`src/rtl/dfpe_pkg.sv`:
```
package dfpe_pkg;

    localparam int unsigned THROTTLE_W  = 16;
    localparam int unsigned CLAMP_W     = 11;
    localparam int unsigned FRAME_W     = 16;
    localparam int unsigned TICKS_W     = 9;
    localparam int unsigned MODE_W      = 2;
    localparam int unsigned CFG_IDX_W   = 2;
    localparam int unsigned CFG_DATA_W  = 11;
    localparam int unsigned SYM_CNT_W   = 5;
    localparam int unsigned DEF_QUEUE_DEPTH = 2;

    localparam logic [SYM_CNT_W-1:0] LAST_SYMBOL = 5'd16;

    localparam logic [CFG_IDX_W-1:0] REG_SPEED_MODE    = 2'd0;
    localparam logic [CFG_IDX_W-1:0] REG_BIDIRECTIONAL = 2'd1;
    localparam logic [CFG_IDX_W-1:0] REG_THROTTLE_MIN  = 2'd2;
    localparam logic [CFG_IDX_W-1:0] REG_THROTTLE_MAX  = 2'd3;

    localparam logic [MODE_W-1:0]  RST_SPEED_MODE   = 2'd2;
    localparam logic [CLAMP_W-1:0] RST_THROTTLE_MIN = 11'd48;
    localparam logic [CLAMP_W-1:0] RST_THROTTLE_MAX = 11'd2047;

    typedef enum logic [MODE_W-1:0] {
        t_dshot150  = 2'd0,
        t_dshot300  = 2'd1,
        t_dshot600  = 2'd2,
        t_dshot1200 = 2'd3
    } t_speed_mode;

    typedef struct packed {
        logic [FRAME_W-1:0] frame;
        logic [MODE_W-1:0]  mode;
        logic               inv;
    } t_frame_item;

    function automatic logic [TICKS_W-1:0] bit_ticks(input logic [MODE_W-1:0] mode);
        logic [TICKS_W-1:0] v;
        case (t_speed_mode'(mode))
            t_dshot150:  v = 9'd64;
            t_dshot300:  v = 9'd32;
            t_dshot600:  v = 9'd16;
            t_dshot1200: v = 9'd8;
            default:     v = 9'd16;
        endcase
        return v;
    endfunction

    function automatic logic [TICKS_W-1:0] high_ticks(input logic [MODE_W-1:0] mode,
                                                      input logic bit_val);
        logic [TICKS_W-1:0] v;
        case (t_speed_mode'(mode))
            t_dshot150:  v = bit_val ? 9'd48 : 9'd24;
            t_dshot300:  v = bit_val ? 9'd24 : 9'd12;
            t_dshot600:  v = bit_val ? 9'd12 : 9'd6;
            t_dshot1200: v = bit_val ? 9'd6  : 9'd3;
            default:     v = bit_val ? 9'd12 : 9'd6;
        endcase
        return v;
    endfunction

    function automatic logic [TICKS_W-1:0] pause_ticks(input logic [MODE_W-1:0] mode);
        logic [TICKS_W-1:0] v;
        case (t_speed_mode'(mode))
            t_dshot150:  v = 9'd256;
            t_dshot300:  v = 9'd128;
            t_dshot600:  v = 9'd64;
            t_dshot1200: v = 9'd32;
            default:     v = 9'd64;
        endcase
        return v;
    endfunction

endpackage

```
`src/rtl/dfpe_front.sv`:
```
module dfpe_front
    import dfpe_pkg::*;
(
    input  logic                  i_clk,
    input  logic                  i_rst_n,
    input  logic                  i_cfg_valid,
    output logic                  o_cfg_ready,
    input  logic [CFG_IDX_W-1:0]  i_cfg_index,
    input  logic [CFG_DATA_W-1:0] i_cfg_data,
    input  logic                  start,
    output logic                  busy,
    input  logic [THROTTLE_W-1:0] i_throttle,
    input  logic                  i_q_full,
    output logic                  o_push,
    output t_frame_item           o_item
);

    logic [MODE_W-1:0]  r_speed_mode;
    logic               r_bidir;
    logic [CLAMP_W-1:0] r_thr_min;
    logic [CLAMP_W-1:0] r_thr_max;

    logic [CLAMP_W-1:0] raised;
    logic [CLAMP_W-1:0] clamped;
    logic [11:0]        word12;
    logic [3:0]         csum;

    assign o_cfg_ready = 1'b1;

    always_ff @(posedge i_clk) begin
        if (!i_rst_n) begin
            r_speed_mode <= RST_SPEED_MODE;
            r_bidir      <= 1'b0;
            r_thr_min    <= RST_THROTTLE_MIN;
            r_thr_max    <= RST_THROTTLE_MAX;
        end else if (i_cfg_valid) begin
            case (i_cfg_index)
                REG_SPEED_MODE:    r_speed_mode <= i_cfg_data[MODE_W-1:0];
                REG_BIDIRECTIONAL: r_bidir      <= i_cfg_data[0];
                REG_THROTTLE_MIN:  r_thr_min    <= i_cfg_data[CLAMP_W-1:0];
                REG_THROTTLE_MAX:  r_thr_max    <= i_cfg_data[CLAMP_W-1:0];
                default: ;
            endcase
        end
    end

    always_comb begin
        if (i_throttle < {{(THROTTLE_W-CLAMP_W){1'b0}}, r_thr_min})
            raised = r_thr_min;
        else if (i_throttle > {{(THROTTLE_W-CLAMP_W){1'b0}}, r_thr_max})
            raised = r_thr_max;
        else
            raised = i_throttle[CLAMP_W-1:0];
        clamped = (raised > r_thr_max) ? r_thr_max : raised;
        word12  = {clamped, 1'b0};
        csum    = word12[11:8] ^ word12[7:4] ^ word12[3:0];
        if (r_bidir)
            csum = ~csum;
    end

    assign busy          = i_q_full;
    assign o_push        = start && !i_q_full;
    assign o_item.frame  = {word12, csum};
    assign o_item.mode   = r_speed_mode;
    assign o_item.inv    = r_bidir;

endmodule

```
`src/rtl/dfpe_queue.sv`:
```
module dfpe_queue
    import dfpe_pkg::*;
#(
    parameter int unsigned DEPTH = DEF_QUEUE_DEPTH
) (
    input  logic        i_clk,
    input  logic        i_rst_n,
    input  logic        i_push,
    input  t_frame_item i_item,
    input  logic        i_pop,
    output logic        o_full,
    output logic        o_empty,
    output t_frame_item o_item
);

    localparam int unsigned PTR_W = $clog2(DEPTH);
    localparam int unsigned CNT_W = $clog2(DEPTH + 1);
    localparam logic [PTR_W-1:0] PTR_LAST = PTR_W'(DEPTH - 1);
    localparam logic [CNT_W-1:0] CNT_FULL = CNT_W'(DEPTH);

    t_frame_item      r_mem [DEPTH];
    logic [PTR_W-1:0] r_wr_ptr;
    logic [PTR_W-1:0] r_rd_ptr;
    logic [CNT_W-1:0] r_count;

    assign o_full  = (r_count == CNT_FULL);
    assign o_empty = (r_count == '0);
    assign o_item  = r_mem[r_rd_ptr];

    always_ff @(posedge i_clk) begin
        if (i_push)
            r_mem[r_wr_ptr] <= i_item;
    end

    always_ff @(posedge i_clk) begin
        if (!i_rst_n) begin
            r_wr_ptr <= '0;
            r_rd_ptr <= '0;
            r_count  <= '0;
        end else begin
            if (i_push)
                r_wr_ptr <= (r_wr_ptr == PTR_LAST) ? '0 : r_wr_ptr + 1'b1;
            if (i_pop)
                r_rd_ptr <= (r_rd_ptr == PTR_LAST) ? '0 : r_rd_ptr + 1'b1;
            if (i_push && !i_pop)
                r_count <= r_count + 1'b1;
            else if (!i_push && i_pop)
                r_count <= r_count - 1'b1;
        end
    end

endmodule

```
`src/rtl/dfpe_back.sv`:
```
module dfpe_back
    import dfpe_pkg::*;
(
    input  logic               i_clk,
    input  logic               i_rst_n,
    input  logic               i_q_empty,
    input  t_frame_item        i_item,
    output logic               o_pop,
    output logic               o_strobe,
    output logic               o_first_level,
    output logic [TICKS_W-1:0] o_first_ticks,
    output logic               o_second_level,
    output logic [TICKS_W-1:0] o_second_ticks,
    output logic [FRAME_W-1:0] o_frame_word,
    output logic               o_last
);

    logic                 r_act;
    logic [SYM_CNT_W-1:0] r_cnt;
    t_frame_item          r_item;

    logic                 r_strobe;
    logic                 r_first_level;
    logic [TICKS_W-1:0]   r_first_ticks;
    logic                 r_second_level;
    logic [TICKS_W-1:0]   r_second_ticks;
    logic [FRAME_W-1:0]   r_frame_word;
    logic                 r_last;

    logic                 at_pause;
    logic                 cur_bit;
    logic [TICKS_W-1:0]   hi;

    assign at_pause = (r_cnt == LAST_SYMBOL);
    assign o_pop    = !i_q_empty && (!r_act || at_pause);
    assign cur_bit  = r_item.frame[~r_cnt[3:0]];
    assign hi       = high_ticks(r_item.mode, cur_bit);

    always_ff @(posedge i_clk) begin
        if (!i_rst_n) begin
            r_act    <= 1'b0;
            r_cnt    <= '0;
            r_strobe <= 1'b0;
        end else begin
            r_strobe <= r_act;
            if (o_pop) begin
                r_act <= 1'b1;
                r_cnt <= '0;
            end else if (r_act) begin
                if (at_pause)
                    r_act <= 1'b0;
                r_cnt <= r_cnt + 1'b1;
            end
        end
    end

    always_ff @(posedge i_clk) begin
        if (o_pop)
            r_item <= i_item;
        r_frame_word <= r_item.frame;
        if (at_pause) begin
            r_first_level  <= r_item.inv;
            r_first_ticks  <= pause_ticks(r_item.mode);
            r_second_level <= r_item.inv;
            r_second_ticks <= '0;
            r_last         <= 1'b1;
        end else begin
            r_first_level  <= !r_item.inv;
            r_first_ticks  <= hi;
            r_second_level <= r_item.inv;
            r_second_ticks <= bit_ticks(r_item.mode) - hi;
            r_last         <= 1'b0;
        end
    end

    assign o_strobe       = r_strobe;
    assign o_first_level  = r_first_level;
    assign o_first_ticks  = r_first_ticks;
    assign o_second_level = r_second_level;
    assign o_second_ticks = r_second_ticks;
    assign o_frame_word   = r_frame_word;
    assign o_last         = r_last;

endmodule

```
`src/rtl/dshot_frame_pulse_encoder.sv`:
```
// An item taken from the queue is loaded into r_item, then its symbols are registered onto the outputs, one a cycle.
// Items follow back to back: the symbol emitter gives one symbol a cycle and takes the next item at the pause symbol.
// The queue between clamp/checksum and emitter lets start be taken while a frame is sent.
// Reset (synchronous, active low) empties the queue and restores the register defaults.
// The receiver cannot stall: each symbol is valid for one cycle while o_strobe is high.
module dshot_frame_pulse_encoder
    import dfpe_pkg::*;
#(
    parameter int unsigned QUEUE_DEPTH = DEF_QUEUE_DEPTH
) (
    input  logic                  i_clk,
    input  logic                  i_rst_n,
    input  logic                  i_cfg_valid,
    output logic                  o_cfg_ready,
    input  logic [CFG_IDX_W-1:0]  i_cfg_index,
    input  logic [CFG_DATA_W-1:0] i_cfg_data,
    input  logic                  start,
    output logic                  busy,
    input  logic [THROTTLE_W-1:0] i_throttle,
    output logic                  o_strobe,
    output logic                  o_first_level,
    output logic [TICKS_W-1:0]    o_first_ticks,
    output logic                  o_second_level,
    output logic [TICKS_W-1:0]    o_second_ticks,
    output logic [FRAME_W-1:0]    o_frame_word,
    output logic                  o_last
);

    logic        push;
    logic        pop;
    logic        q_full;
    logic        q_empty;
    t_frame_item front_item;
    t_frame_item head_item;

    dfpe_front u_front (
        .i_clk       (i_clk),
        .i_rst_n     (i_rst_n),
        .i_cfg_valid (i_cfg_valid),
        .o_cfg_ready (o_cfg_ready),
        .i_cfg_index (i_cfg_index),
        .i_cfg_data  (i_cfg_data),
        .start       (start),
        .busy        (busy),
        .i_throttle  (i_throttle),
        .i_q_full    (q_full),
        .o_push      (push),
        .o_item      (front_item)
    );

    dfpe_queue #(
        .DEPTH (QUEUE_DEPTH)
    ) u_queue (
        .i_clk   (i_clk),
        .i_rst_n (i_rst_n),
        .i_push  (push),
        .i_item  (front_item),
        .i_pop   (pop),
        .o_full  (q_full),
        .o_empty (q_empty),
        .o_item  (head_item)
    );

    dfpe_back u_back (
        .i_clk          (i_clk),
        .i_rst_n        (i_rst_n),
        .i_q_empty      (q_empty),
        .i_item         (head_item),
        .o_pop          (pop),
        .o_strobe       (o_strobe),
        .o_first_level  (o_first_level),
        .o_first_ticks  (o_first_ticks),
        .o_second_level (o_second_level),
        .o_second_ticks (o_second_ticks),
        .o_frame_word   (o_frame_word),
        .o_last         (o_last)
    );

endmodule

```
`config.mk`:
```
export PLATFORM = sky130hd
export DESIGN_NAME = dshot_frame_pulse_encoder
export DESIGN_NICKNAME = d
export VERILOG_FILES = /design/src/rtl/dfpe_pkg.sv /design/src/rtl/dfpe_front.sv /design/src/rtl/dfpe_queue.sv /design/src/rtl/dfpe_back.sv /design/src/rtl/dshot_frame_pulse_encoder.sv
export SDC_FILE = /design/constraint.sdc
export NUM_CORES = 1
export LEC_CHECK = 0
export BUFFER_PORTS_ARGS = -buffer_cell sky130_fd_sc_hd__buf_2
export CAP_MARGIN = 15
export CORE_AREA = 2 2 94 164
export DETAILED_ROUTE_END_ITERATION = 10
export DIE_AREA = 0 0 96 166
export PLACE_DENSITY = 0.65
export SYNTH_ARGS = -nofsm -noshare
export SYNTH_HDL_FRONTEND = slang
export SYNTH_SLANG_ARGS = --single-unit
```
`constraint.sdc`:
```
create_clock -name i_clk -period 5.7 [get_ports i_clk]
set_input_delay 0.57 -clock i_clk [delete_from_list [all_inputs] [get_ports i_clk]]
set_output_delay 0.57 -clock i_clk [all_outputs]
set_load 0.1 [all_outputs]
```
=== Yosys cells after proc, flatten, opt, wreduce, memory -nomap -nowiden ===
Memories as Yosys holds them, arrays and structs flattened. A register that Yosys moved wholly into a read port is not among the register bits.
Index checks and enable logic that the tools add are counted.

* Register bits: 89
* Memory bits (writable): 36
* Bits of input ports: 33
* Output and inout bits: 40
* Logic and storage cells: 87
* Memories: 1

{| class="wikitable"
|+ Memories
! name !! words !! width !! read ports !! clocked after Yosys merged registers in !! wr ports !! line !! source
|-
| u_queue.r_mem || 2 || 18 || 1 || 1 || 1 || dfpe_queue.sv:21 || <nowiki>t_frame_item r_mem [DEPTH];</nowiki>
|}

* $add $sub $neg: 6
* Magnitude comparators: 4
* Equal/unequal tests: 8
* Muxes and demuxes: 26
* Bitwise gates (word level): 5
* Reduce and logical (&&, ||, !) cells: 20

{| class="wikitable"
|+ Operators by type and width
! operator !! count
|-
| 9-bit one-hot mux with 4 select lines || 3
|-
| 11-bit 2-to-1 mux || 3
|-
| 9-bit 2-to-1 mux || 2
|-
| 16-bit by 11-bit > comparator with 1-bit output || 1
|-
| 16-bit by 11-bit < comparator with 1-bit output || 1
|-
| 11-bit > comparator || 1
|-
| 2-bit equality test (second input constant) || 5
|-
| 1-bit 2-to-1 mux || 10
|-
| 9-bit subtractor || 1
|-
| 4-bit 2-to-1 mux || 2
|-
| 4-bit inverter || 2
|-
| 2-bit AND reduction || 4
|-
| 4-bit XOR || 2
|-
| 1-bit zero test || 6
|-
| 2-bit zero test || 3
|-
| 6-bit 2-to-1 mux || 1
|-
| 5-bit by 1-bit adder with 5-bit output (second input constant) || 1
|-
| 5-bit equality test (second input constant) || 1
|-
| 4-bit by 5-bit < comparator with 1-bit output (second input constant) || 1
|-
| 5-bit 2-to-1 mux || 1
|-
| 1-bit binary-select mux with 4-bit select || 1
|-
| 2-bit by 1-bit equality test with 1-bit output (second input constant) || 2
|-
| 1-bit logical AND || 4
|-
| 2-bit 2-to-1 mux || 2
|-
| 8 further kinds || 9
|}

=== Depth between registers and ports, before layout ===
Gate-level depths: netlist of the first run.

* Depth after elaboration: 9
* Mapped depth: 19
* Gate-level depth less buffers: 18

=== Hierarchy ===
From an unflattened synthesis of the first run, not the netlist that was laid out.

* Cell total of the unflattened synthesis: 522
* Area total of the unflattened synthesis: 5918.2 um^2

{| class="wikitable"
|+ Modules (own cells, without submodules)
! module !! instances !! cells each !! area each (um^2) !! sequential area each (um^2)
|-
| dfpe_front || 1 || 309 || 2356.0 || 500.5
|-
| dfpe_back || 1 || 132 || 1971.9 || 1411.4
|-
| dfpe_queue || 1 || 81 || 1590.3 || 1241.2
|}

=== Worst setup path after synthesis of the first run ===
OpenSTA, ideal clock, no wires.

* Path kind: input to register
* Start point: in i_throttle[4]
* End point: mem u_queue.r_mem[0][4] in the netlist's numbering (data pin)
* Setup time: 0.271 ns
* Data arrival time: 4.299 ns
* Path slack: 1.129 ns
* Stages: 17
* Buffers on the path: 3
* Path through: ha_1 or4_1 a21oi_1 o311ai_4 and2_4 buf_6 buf_2 buf_1 a21oi_1 ha_1 a2111oi_0 o2111a_1 nor2_1 a2bb2oi_4 nor2_1 a21oi_2 xnor3_1

{| class="wikitable"
|+ RTL lines
! what !! line !! source
|-
| start, declared || dshot_frame_pulse_encoder.sv:19 || <nowiki>input logic [THROTTLE_W-1:0] i_throttle,</nowiki>
|-
| end, declared || dfpe_queue.sv:21 ||
|}

==> flow_summary_export.csv, run 1 <==
group,metric,value,unit
layout,finalNetCount,657,
logic_synthesis,async_flop_share,0,%
global_routing,antenna_found_initial,0,
sta,setup-tns-final,0,ns
floorplan,io_pins,73,
logic_synthesis,ys_warn_count,0,
hold_path,min_path_type,"flip-flop to flip-flop",
power_and_ir_drop,peakVddDrop,0.000225,V
logic_synthesis,synth_edf_count,54,
worst_setup_path,cp.arrival,5.05,ns
clock_network,ctsRootBufferMaster,"clkbuf_16",
sta,max_slew.worst_pin.slew,0.925,ns
sta,period_share,86.1,%
clock_network,cts_max_level,4,
worst_setup_path,worstPathRequired,5.84,ns
global_routing,grt_overflow,0,
worst_setup_path,crit_family,"compound AO/OA/AOI/OAI gates",
global_routing,grt-busiest-layer,"met2",
clock_network,numCtsBuffers,17,
detailed_routing,viasPerCell,5.13,
worst_setup_path,worst_setup_path_end_kind,"flip-flop",
floorplan,core-area,14700,um2
sta,hold_viol_final,0,
power_and_ir_drop,p_per_area,500,nW/um2
global_routing,grt_usage,16.7,%
clock_network,cts.sinks,124,
detailed_routing,drtIter0Drc,102,
detailed_routing,vias,4021,
logic_synthesis,yosysUniqueCellTypes,57,
job,drv_cap,0,
global_routing,grt_use_met1,16.6,%
clock_network,tritoncts,"yes",
hold_path,holdPathStages,0,
placed_design,dp_slack,0.712,ns
worst_setup_path,crit_chain,"inv_1, ha_1, a21o_1, a31oi_1, o2111ai_1, o2bb2ai_4, mux2i_1, a21oi_1, ha_1, a2111oi_0, o2111a_1, nor2_1, a2bb2oi_4, nor2_1, a21oi_2, xnor3_1",
placed_design,gp_congestion,0.965,
sta,layout_setup_ws,0.793,ns
global_routing,use_met2,29.9,%
sta,slew_headroom,38.1,%
floorplan,die-area,15900,um2
floorplan,row_count,59,
worst_setup_path,start_kind,"flip-flop",
worst_setup_path,slowest_delay,0.59,ns
clock_network,post_cts_resized,0,
layout,area_delta_synth_final,17.9,%
placed_design,portBuffers,69,
power_and_ir_drop,p_leak,2.77,nW
floorplan,start_util,39.3,%
sta,maxSlewViolCount,0,
logic_synthesis,syn_inst,521,
clock_network,cts.reportedPaths.clkPinSlew,0.06,ns
worst_setup_path,critPathKind,"flip-flop to flip-flop",
logic_synthesis,synth_flop_cell,"dfxtp_1",
detailed_routing,avgRoutedWirePerCell,15.9,um
logic_synthesis,netlist_area,5780,um2
placed_design,dpl.hpwl,9650,um
clock_network,cts_setup_buffers,0,
worst_setup_path,rr_worst_depth,16,
clock_network,clock_path_buffers,2,
outcome,outcome,"completed",
detailed_routing,wl,12400,um
sta,fin_skew,0.00963,ns
global_routing,grt_max_degree,33,
worst_setup_path,cpMaxStageDelayCell,"a2111oi_0",
global_routing,grt_pass1_wl,20400,um
worst_setup_path,crit_cells,16,
sta,rsz0062_at_grt,"no",
layout,fill_cells,1366,
layout,drive_above_1_share,23.5,%
logic_synthesis,yosysSeqAreaShare,52.3,%
sta,max_freq,204,MHz
floorplan,fp.dieW,96,um
detailed_routing,postRouteAntennaNets,0,
detailed_routing,drc,0,
global_routing,gr-usage-met3,3.95,%
detailed_routing,drt_first_pass_iters,4,
logic_synthesis,ys_ff_latch,124,
layout,antenna_cells,0,
worst_setup_path,critPathBufInv,1,
floorplan,die_h,166,um
sta,finalSetupViolCount,0,
global_routing,grt_pass1_vias,4218,
logic_synthesis,avgSynthCellArea,11.1,um2
clock_network,clock_latency,0.41,ns
clock_network,ctsHoldBuffers,0,
worst_setup_path,cp_max_fo,19,
sta,min_period,4.91,ns
## cells by family (layout without fill, tap and decap cells)
logic type | after synthesis | in the layout | synth area share, %
AND/OR/NAND/NOR | 138 | 138 | 11.8
flip-flops | 124 | 124 | 52.3
AO/OA/AOI/OAI | 102 | 102 | 13.1
buffers and inverters | 64 | 141 | 4.63
adder cells (fa/ha/maj) | 36 | 36 | 7.80
multiplexers | 36 | 36 | 6.65
XOR/XNOR | 19 | 19 | 3.60
other | 2 | 5 | 0.130
## cell usage after synthesis (12+ instances only)
cell       n  area [um2]
ha_1      36         450
clkbuf_1  15        56.3
nand2_1   51         191
o211ai_1  15         113
dfxtp_1   70        1400
nor2_1    31         116
mux2i_1   17         170
edfxtp_1  54        1620
mux2_2    19         214
inv_1     38         143
a21oi_1   25         125
xnor2_1   12         105
## worst reg2reg max path, cell delays in order, from the launching register on
cell and delay (ns):
dfxtp_1 0.37, inv_1 0.10, ha_1 0.30, a21o_1 0.19, a31oi_1 0.21, o2111ai_1 0.19, o2bb2ai_4 0.58, mux2i_1 0.25
a21oi_1 0.09, ha_1 0.30, a2111oi_0 0.59, o2111a_1 0.35, nor2_1 0.12, a2bb2oi_4 0.31, nor2_1 0.10, a21oi_2 0.17
xnor3_1 0.43
## path summary, 6_finish.rpt
path	start	endpoint	slack (ns)
max	u_front.r_thr_max[9]	u_queue.r_mem[0][5]	0.79
max reg2reg	u_front.r_thr_max[9]	u_queue.r_mem[0][5]	0.79
min reg2reg	u_back.r_item[6]	u_back.o_frame_word[3]	0.36
min	u_back.r_item[6]	u_back.o_frame_word[3]	0.36
## metal layers
metal / up-vias / share of wire [%]
li1: 1979 / -
met4: 0 / 3.8
met3: 31 / 3.2
met1: 1909 / 37
met2: 102 / 56
met5: - / 0
## stage by stage
stage / hold WS, ns / instance area (um2) / util (%) / instances / power (mW)
after floorplan: 0.342 / 5790 / - / 524 / 2.22
after global placement: 0.354 / 6250 / 42.5 / 752 / 2.41
after detailed placement: 0.360 / 6250 / 42.5 / 752 / 2.44
after CTS: 0.370 / 6810 / 46.4 / 784 / 3.45
after global routing: 0.373 / 6810 / 46.4 / 784 / 3.56
final: 0.365 / 6810 / 46.4 / 784 / 3.41
## placed cells by master, fill, tap and decap left out, types with 6 or more instances in the layout
master      n
dfxtp_1    70
buf_2      69
edfxtp_1   54
nand2_1    51
inv_1      38
ha_1       36
nor2_1     31
a21oi_1    25
mux2_2     19
clkbuf_16  18
mux2i_1    17
o211ai_1   15
xnor2_1    12
a21boi_0   11
o22ai_1     8
nand3_1     7
nor2b_1     7
nor3_1      6
a31oi_1     6
a21oi_2     6
and2_1      6
## final cells by class
type | instances | area [um2] | share of cell area (%)
clock inverters | 12 | 82.6 | 1.21
repair buffers | 70 | 353 | 5.18
flip-flops and latches | 124 | 3020 | 44.4
well taps | 183 | 229 | 3.36
multi-input cells | 336 | 2500 | 36.7
clock buffers | 20 | 478 | 7.02
inverters | 39 | 146 | 2.15
## registers in the layout, summed over array words and instances, names as in the netlist
| register | count |
|---|---|
| u_queue.r_mem | 36 |
| u_back.r_item | 18 |
| u_back.o_frame_word | 15 |
| u_front.r_thr_max | 11 |
| u_front.r_thr_min | 11 |
| u_back.o_first_ticks | 8 |
| u_back.o_second_ticks | 8 |
| u_back.r_cnt | 5 |
| u_front.r_speed_mode | 2 |
| u_queue.r_count | 2 |
| u_back.o_first_level | 1 |
| u_back.o_last | 1 |
| u_back.o_second_level | 1 |
| u_back.o_strobe | 1 |
| u_back.r_act | 1 |
| u_front.r_bidir | 1 |
| u_queue.r_rd_ptr | 1 |
| u_queue.r_wr_ptr | 1 |
## where the power goes
part	internal, mW	total, mW	switching, mW
registers	1.14	1.25	0.108
logic	0.265	1.16	0.893
clock network	0.607	0.999	0.392
total	2.01	3.41	1.39
Note: power is estimated with default switching activity, not from simulation.
==> run 2, diff against run 1 <==
Settings changed: CORE_AREA 2 2 94 164 to 2 2 79 138, DIE_AREA 0 0 96 166 to 0 0 81 140, PLACE_DENSITY 0.65 to 0.85.
==> flow_summary_export.csv, run 2 (synthesis results as in run 1) <==
group,metric,value,unit
global_routing,grt_max_degree,33,
sta,hold_viol_final,0,
layout,fill_cells,779,
global_routing,grt_overflow,0,
power_and_ir_drop,p_leak,2.77,nW
detailed_routing,postRouteAntennaNets,0,
sta,fin_skew,0.0115,ns
outcome,outcome,"completed",
placed_design,gp_congestion,0.952,
floorplan,io_pins,73,
clock_network,cts_max_level,4,
worst_setup_path,cp_max_fo,19,
worst_setup_path,critPathKind,"flip-flop to flip-flop",
global_routing,grt_pass1_vias,4326,
hold_path,holdPathStages,0,
layout,finalNetCount,657,
worst_setup_path,cp.arrival,5.13,ns
placed_design,portBuffers,69,
detailed_routing,vias,4139,
sta,maxSlewViolCount,0,
power_and_ir_drop,p_per_area,510,nW/um2
clock_network,clock_path_buffers,2,
detailed_routing,drt_first_pass_iters,4,
layout,regMostFlops,"u_queue.r_mem",
worst_setup_path,regToRegSetupSlack,0.72,ns
worst_setup_path,rr_worst_depth,16,
worst_setup_path,worstPathRequired,5.85,ns
clock_network,cts_setup_buffers,0,
sta,rsz0062_at_grt,"no",
sta,max_freq,201,MHz
clock_network,ctsHoldBuffers,0,
sta,finalSetupViolCount,0,
sta,min_period,4.98,ns
clock_network,clock_latency,0.41,ns
layout,final_common_cell,"dfxtp_1",
worst_setup_path,crit_chain,"inv_1, ha_1, a21o_1, a31oi_1, o2111ai_1, o2bb2ai_4, mux2i_1, a21oi_1, ha_1, a2111oi_0, o2111a_1, nor2_1, a2bb2oi_4, nor2_1, a21oi_2, xnor3_1",
clock_network,cts.sinks,124,
clock_network,ctsRootBufferMaster,"clkbuf_16",
layout,final_util,66.4,%
clock_network,post_cts_resized,0,
detailed_routing,viasPerCell,5.69,
sta,slew_headroom,42.3,%
layout,multi_input_area,2500,um2
job,drv_cap,0,
worst_setup_path,worst_setup_path_end_kind,"flip-flop",
detailed_routing,drc,0,
layout,drive_above_1_share,23.0,%
detailed_routing,drtIter0Drc,226,
floorplan,fp.dieW,81,um
floorplan,row_count,49,
placed_design,dp_slack,0.561,ns
layout,antenna_cells,0,
layout,largest_reg_flops,36,
global_routing,grt_usage,25.1,%
detailed_routing,avgRoutedWirePerCell,18.2,um
clock_network,numCtsBuffers,17,
sta,max_slew.worst_pin.slew,0.866,ns
global_routing,antenna_found_initial,0,
global_routing,grt_pass1_wl,21200,um
worst_setup_path,slowest_delay,0.68,ns
worst_setup_path,start_kind,"flip-flop",
floorplan,core-area,10200,um2
hold_path,min_path_type,"flip-flop to flip-flop",
sta,layout_setup_ws,0.718,ns
layout,final-seq-area,3020,um2
floorplan,start_util,56.8,%
floorplan,die_h,140,um
layout,area_delta_synth_final,16.9,%
floorplan,die-area,11300,um2
placed_design,dpl.hpwl,9800,um
clock_network,tritoncts,"yes",
clock_network,cts.reportedPaths.clkPinSlew,0.05,ns
power_and_ir_drop,peakVddDrop,0.000533,V
worst_setup_path,cpMaxStageDelayCell,"a2111oi_0",
detailed_routing,wl,13300,um
layout,final_cell_mix,"70 x dfxtp_1, 69 x buf_2, 54 x edfxtp_1",
sta,setup-tns-final,0,ns
sta,period_share,87.4,%
-- run 2: changes by cell type in the layout (fill, tap and decap cells not counted) --
| cell | before | now |
|---|---|---|
| clkbuf_8 | 2 | 1 |
| clkbuf_1 | 0 | 3 |
| inv_6 | 2 | 0 |
| clkinvlp_4 | 1 | 0 |
| clkinv_4 | 2 | 1 |
| clkbuf_16 | 18 | 20 |
-- run 2: metrics by stage --
| stage | power, mW | hold WS (ns) | instances | instance area, um2 |
|---|---|---|---|---|
| after CTS | 3.47 | 0.369 | 728 | 6750 |
| after detailed placement | 2.44 | 0.356 | 696 | 6180 |
| after floorplan | 2.22 | 0.342 | 524 | 5790 |
| final | 3.44 | 0.368 | 728 | 6750 |
| after global placement | 2.39 | 0.357 | 696 | 6180 |
| after global routing | 3.59 | 0.379 | 728 | 6750 |
-- run 2: worst max-delay path, delay by kind of cell, from the launching register on --
kind | cells | cell delay [ns]
AO/OA/AOI/OAI | 9 | 2.80
buffers and inverters | 1 | 0.11
adder cells (fa/ha/maj) | 2 | 0.51
XOR/XNOR | 1 | 0.44
flip-flops | 1 | 0.39
AND/OR/NAND/NOR | 2 | 0.21
multiplexers | 1 | 0.27
-- run 2: layout make-up --
class	count	share of cell area, %
Clock inverter	8	0.723
Inverter	39	2.17
Multi-Input combinational cell	336	37.0
Tap cell	127	2.35
Timing Repair Buffer	70	5.23
Sequential cell	124	44.8
Clock buffer	24	7.78
-- run 2: power breakdown --
group,total [mW],internal [mW],switching [mW],leakage (nW)
combinational,1.16,0.265,0.899,1.44
clock,1.02,0.644,0.375,0.291
sequential,1.26,1.14,0.117,1.05
-- run 2: worst paths after layout --
kind                             start                      to
setup / recovery  u_front.r_thr_max[9]     u_queue.r_mem[0][4]
hold / removal        u_back.r_item[8]  u_back.o_frame_word[5]
setup reg to reg  u_front.r_thr_max[9]     u_queue.r_mem[0][4]
hold reg to reg       u_back.r_item[8]  u_back.o_frame_word[5]
-- run 2: layer usage --
metal,up-vias,wire length (um),GRT usage (%)
li1,1978,-,-
met1,1950,4350,23.7
met2,156,7370,45.9
met3,55,600,5.41
met4,0,946,17.4
met5,-,0,0
==> run 3, diff against run 2 <==
--- a/config.mk
+++ b/config.mk
@@ -6,5 +6,6 @@
 export NUM_CORES = 1
 export LEC_CHECK = 0
-export BUFFER_PORTS_ARGS = -buffer_cell sky130_fd_sc_hd__buf_2
+export ABC_CLOCK_PERIOD_IN_PS = 5700
+export BUFFER_PORTS_ARGS = -buffer_cell sky130_fd_sc_hd__clkbuf_2
 export CAP_MARGIN = 15
 export CORE_AREA = 2 2 79 138
==> constraint.sdc (replaced) <==
create_clock -name i_clk -period 5.7 [get_ports i_clk]
set_input_delay 0.285 -clock i_clk [delete_from_list [all_inputs] [get_ports i_clk]]
set_output_delay 0.285 -clock i_clk [all_outputs]
set_load 0.1 [all_outputs]
==> flow_summary_export.csv, run 3 (synthesis results as in run 1) <==
group,metric,value,unit
detailed_routing,viasPerCell,5.73,
global_routing,grt_pass1_vias,4384,
layout,antenna_cells,0,
floorplan,start_util,56.8,%
sta,finalSetupViolCount,0,
worst_setup_path,worstPathRequired,5.85,ns
sta,min_period,4.95,ns
clock_network,cts.sinks,124,
worst_setup_path,start_kind,"flip-flop",
floorplan,row_count,49,
global_routing,antenna_found_initial,0,
global_routing,grt_max_degree,33,
hold_path,min_path_type,"primary input to flip-flop",
global_routing,grt_pass1_wl,21500,um
detailed_routing,avgRoutedWirePerCell,18.4,um
worst_setup_path,worst_setup_path_end_kind,"flip-flop",
clock_network,ctsHoldBuffers,0,
worst_setup_path,rr_worst_depth,16,
sta,max_freq,202,MHz
layout,final_common_cell,"dfxtp_1",
clock_network,numCtsBuffers,17,
layout,final_cell_mix,"70 x dfxtp_1, 69 x clkbuf_2, 54 x edfxtp_1",
clock_network,clock_path_buffers,2,
sta,timing.hold.ws,0.115,ns
global_routing,grt_usage,25.6,%
placed_design,portBuffers,69,
sta,period_share,86.8,%
placed_design,dpl.hpwl,9860,um
floorplan,fp.dieW,81,um
global_routing,grt_overflow,0,
clock_network,cts_max_level,4,
worst_setup_path,cp_max_fo,19,
outcome,outcome,"completed",
sta,maxSlewViolCount,0,
detailed_routing,vias,4168,
sta,setup-tns-final,0,ns
floorplan,die-area,11300,um2
clock_network,post_cts_resized,0,
power_and_ir_drop,p_leak,2.79,nW
clock_network,ctsRootBufferMaster,"clkbuf_16",
clock_network,cts_setup_buffers,0,
hold_path,holdPathStages,3,
sta,slew_headroom,33.9,%
floorplan,core-area,10200,um2
layout,drive_above_1_share,23.5,%
detailed_routing,postRouteAntennaNets,0,
floorplan,io_pins,73,
worst_setup_path,cp.arrival,5.10,ns
detailed_routing,drt_first_pass_iters,5,
clock_network,clock_latency,0.41,ns
placed_design,gp_congestion,0.952,
layout,regMostFlops,"u_queue.r_mem",
detailed_routing,drc,0,
power_and_ir_drop,peakVddDrop,0.000463,V
clock_network,tritoncts,"yes",
detailed_routing,wl,13400,um
sta,hold_viol_final,0,
floorplan,die_h,140,um
power_and_ir_drop,p_per_area,517,nW/um2
layout,area_delta_synth_final,17.5,%
worst_setup_path,critPathKind,"flip-flop to flip-flop",
layout,largest_reg_flops,36,
job,drv_cap,0,
layout,finalNetCount,656,
detailed_routing,drtIter0Drc,178,
sta,rsz0062_at_grt,"no",
clock_network,cts.reportedPaths.clkPinSlew,0.06,ns
sta,fin_skew,0.00632,ns
sta,max_slew.worst_pin.slew,0.991,ns
==> run 3: layout make-up <==
cell class,instances,area [um2]
multi-input combinational,336,2500
clock buffer,21,514
fill,785,3390
inverter,39,146
tap,127,159
timing repair buffer,69,345
clock inverter,11,100
sequential,124,3020
==> run 3: metrics by stage <==
stage	instance area [um2]	std cells	util, %	setup slack [ns]	power (mW)
6_report	6790	727	66.7	0.750	3.51
5_1_grt	6790	727	66.7	0.374	3.65
4_1_cts	6790	727	66.7	0.783	3.53
3_5_place_dp	6170	695	60.7	0.801	2.44
3_3_place_gp	6170	695	60.7	0.942	2.40
2_1_floorplan	5790	524	-	1.33	2.22
==> run 3: per-layer routing <==
layer / global-route usage (%) / share of wire (%)
met5: 0 / 0
met4: 17.9 / 6.8
met3: 6.19 / 4.0
met2: 46.6 / 56
met1: 23.8 / 33
==> run 3: path summary, 6_finish.rpt <==
kind / to / slack, ns / startpoint
max reg2reg: u_queue.r_mem[0][4] / 0.75 / u_front.r_thr_max[9]
min reg2reg: u_back.o_frame_word[6] / 0.37 / u_back.r_item[9]
min: u_front.r_thr_min[4] / 0.11 / i_cfg_data[4]
max: u_queue.r_mem[0][4] / 0.75 / u_front.r_thr_max[9]
==> run 3: report_power, final <==
part	switching [mW]	internal, mW	total, mW
Clock	0.394	0.691	1.08
Sequential	0.114	1.14	1.26
Combinational	0.909	0.260	1.17
Total	1.42	2.09	3.51
==> run 3: critical path, stage by stage, from the launching register on <==
cell,delay [ns]
dfxtp_1,0.37
inv_1,0.09
ha_1,0.29
a21o_1,0.18
a31oi_1,0.29
o2111ai_1,0.23
o2bb2ai_4,0.60
mux2i_1,0.25
a21oi_1,0.08
ha_1,0.29
a2111oi_0,0.54
o2111a_1,0.31
nor2_1,0.11
a2bb2oi_4,0.32
nor2_1,0.10
a21oi_2,0.17
xnor3_1,0.44
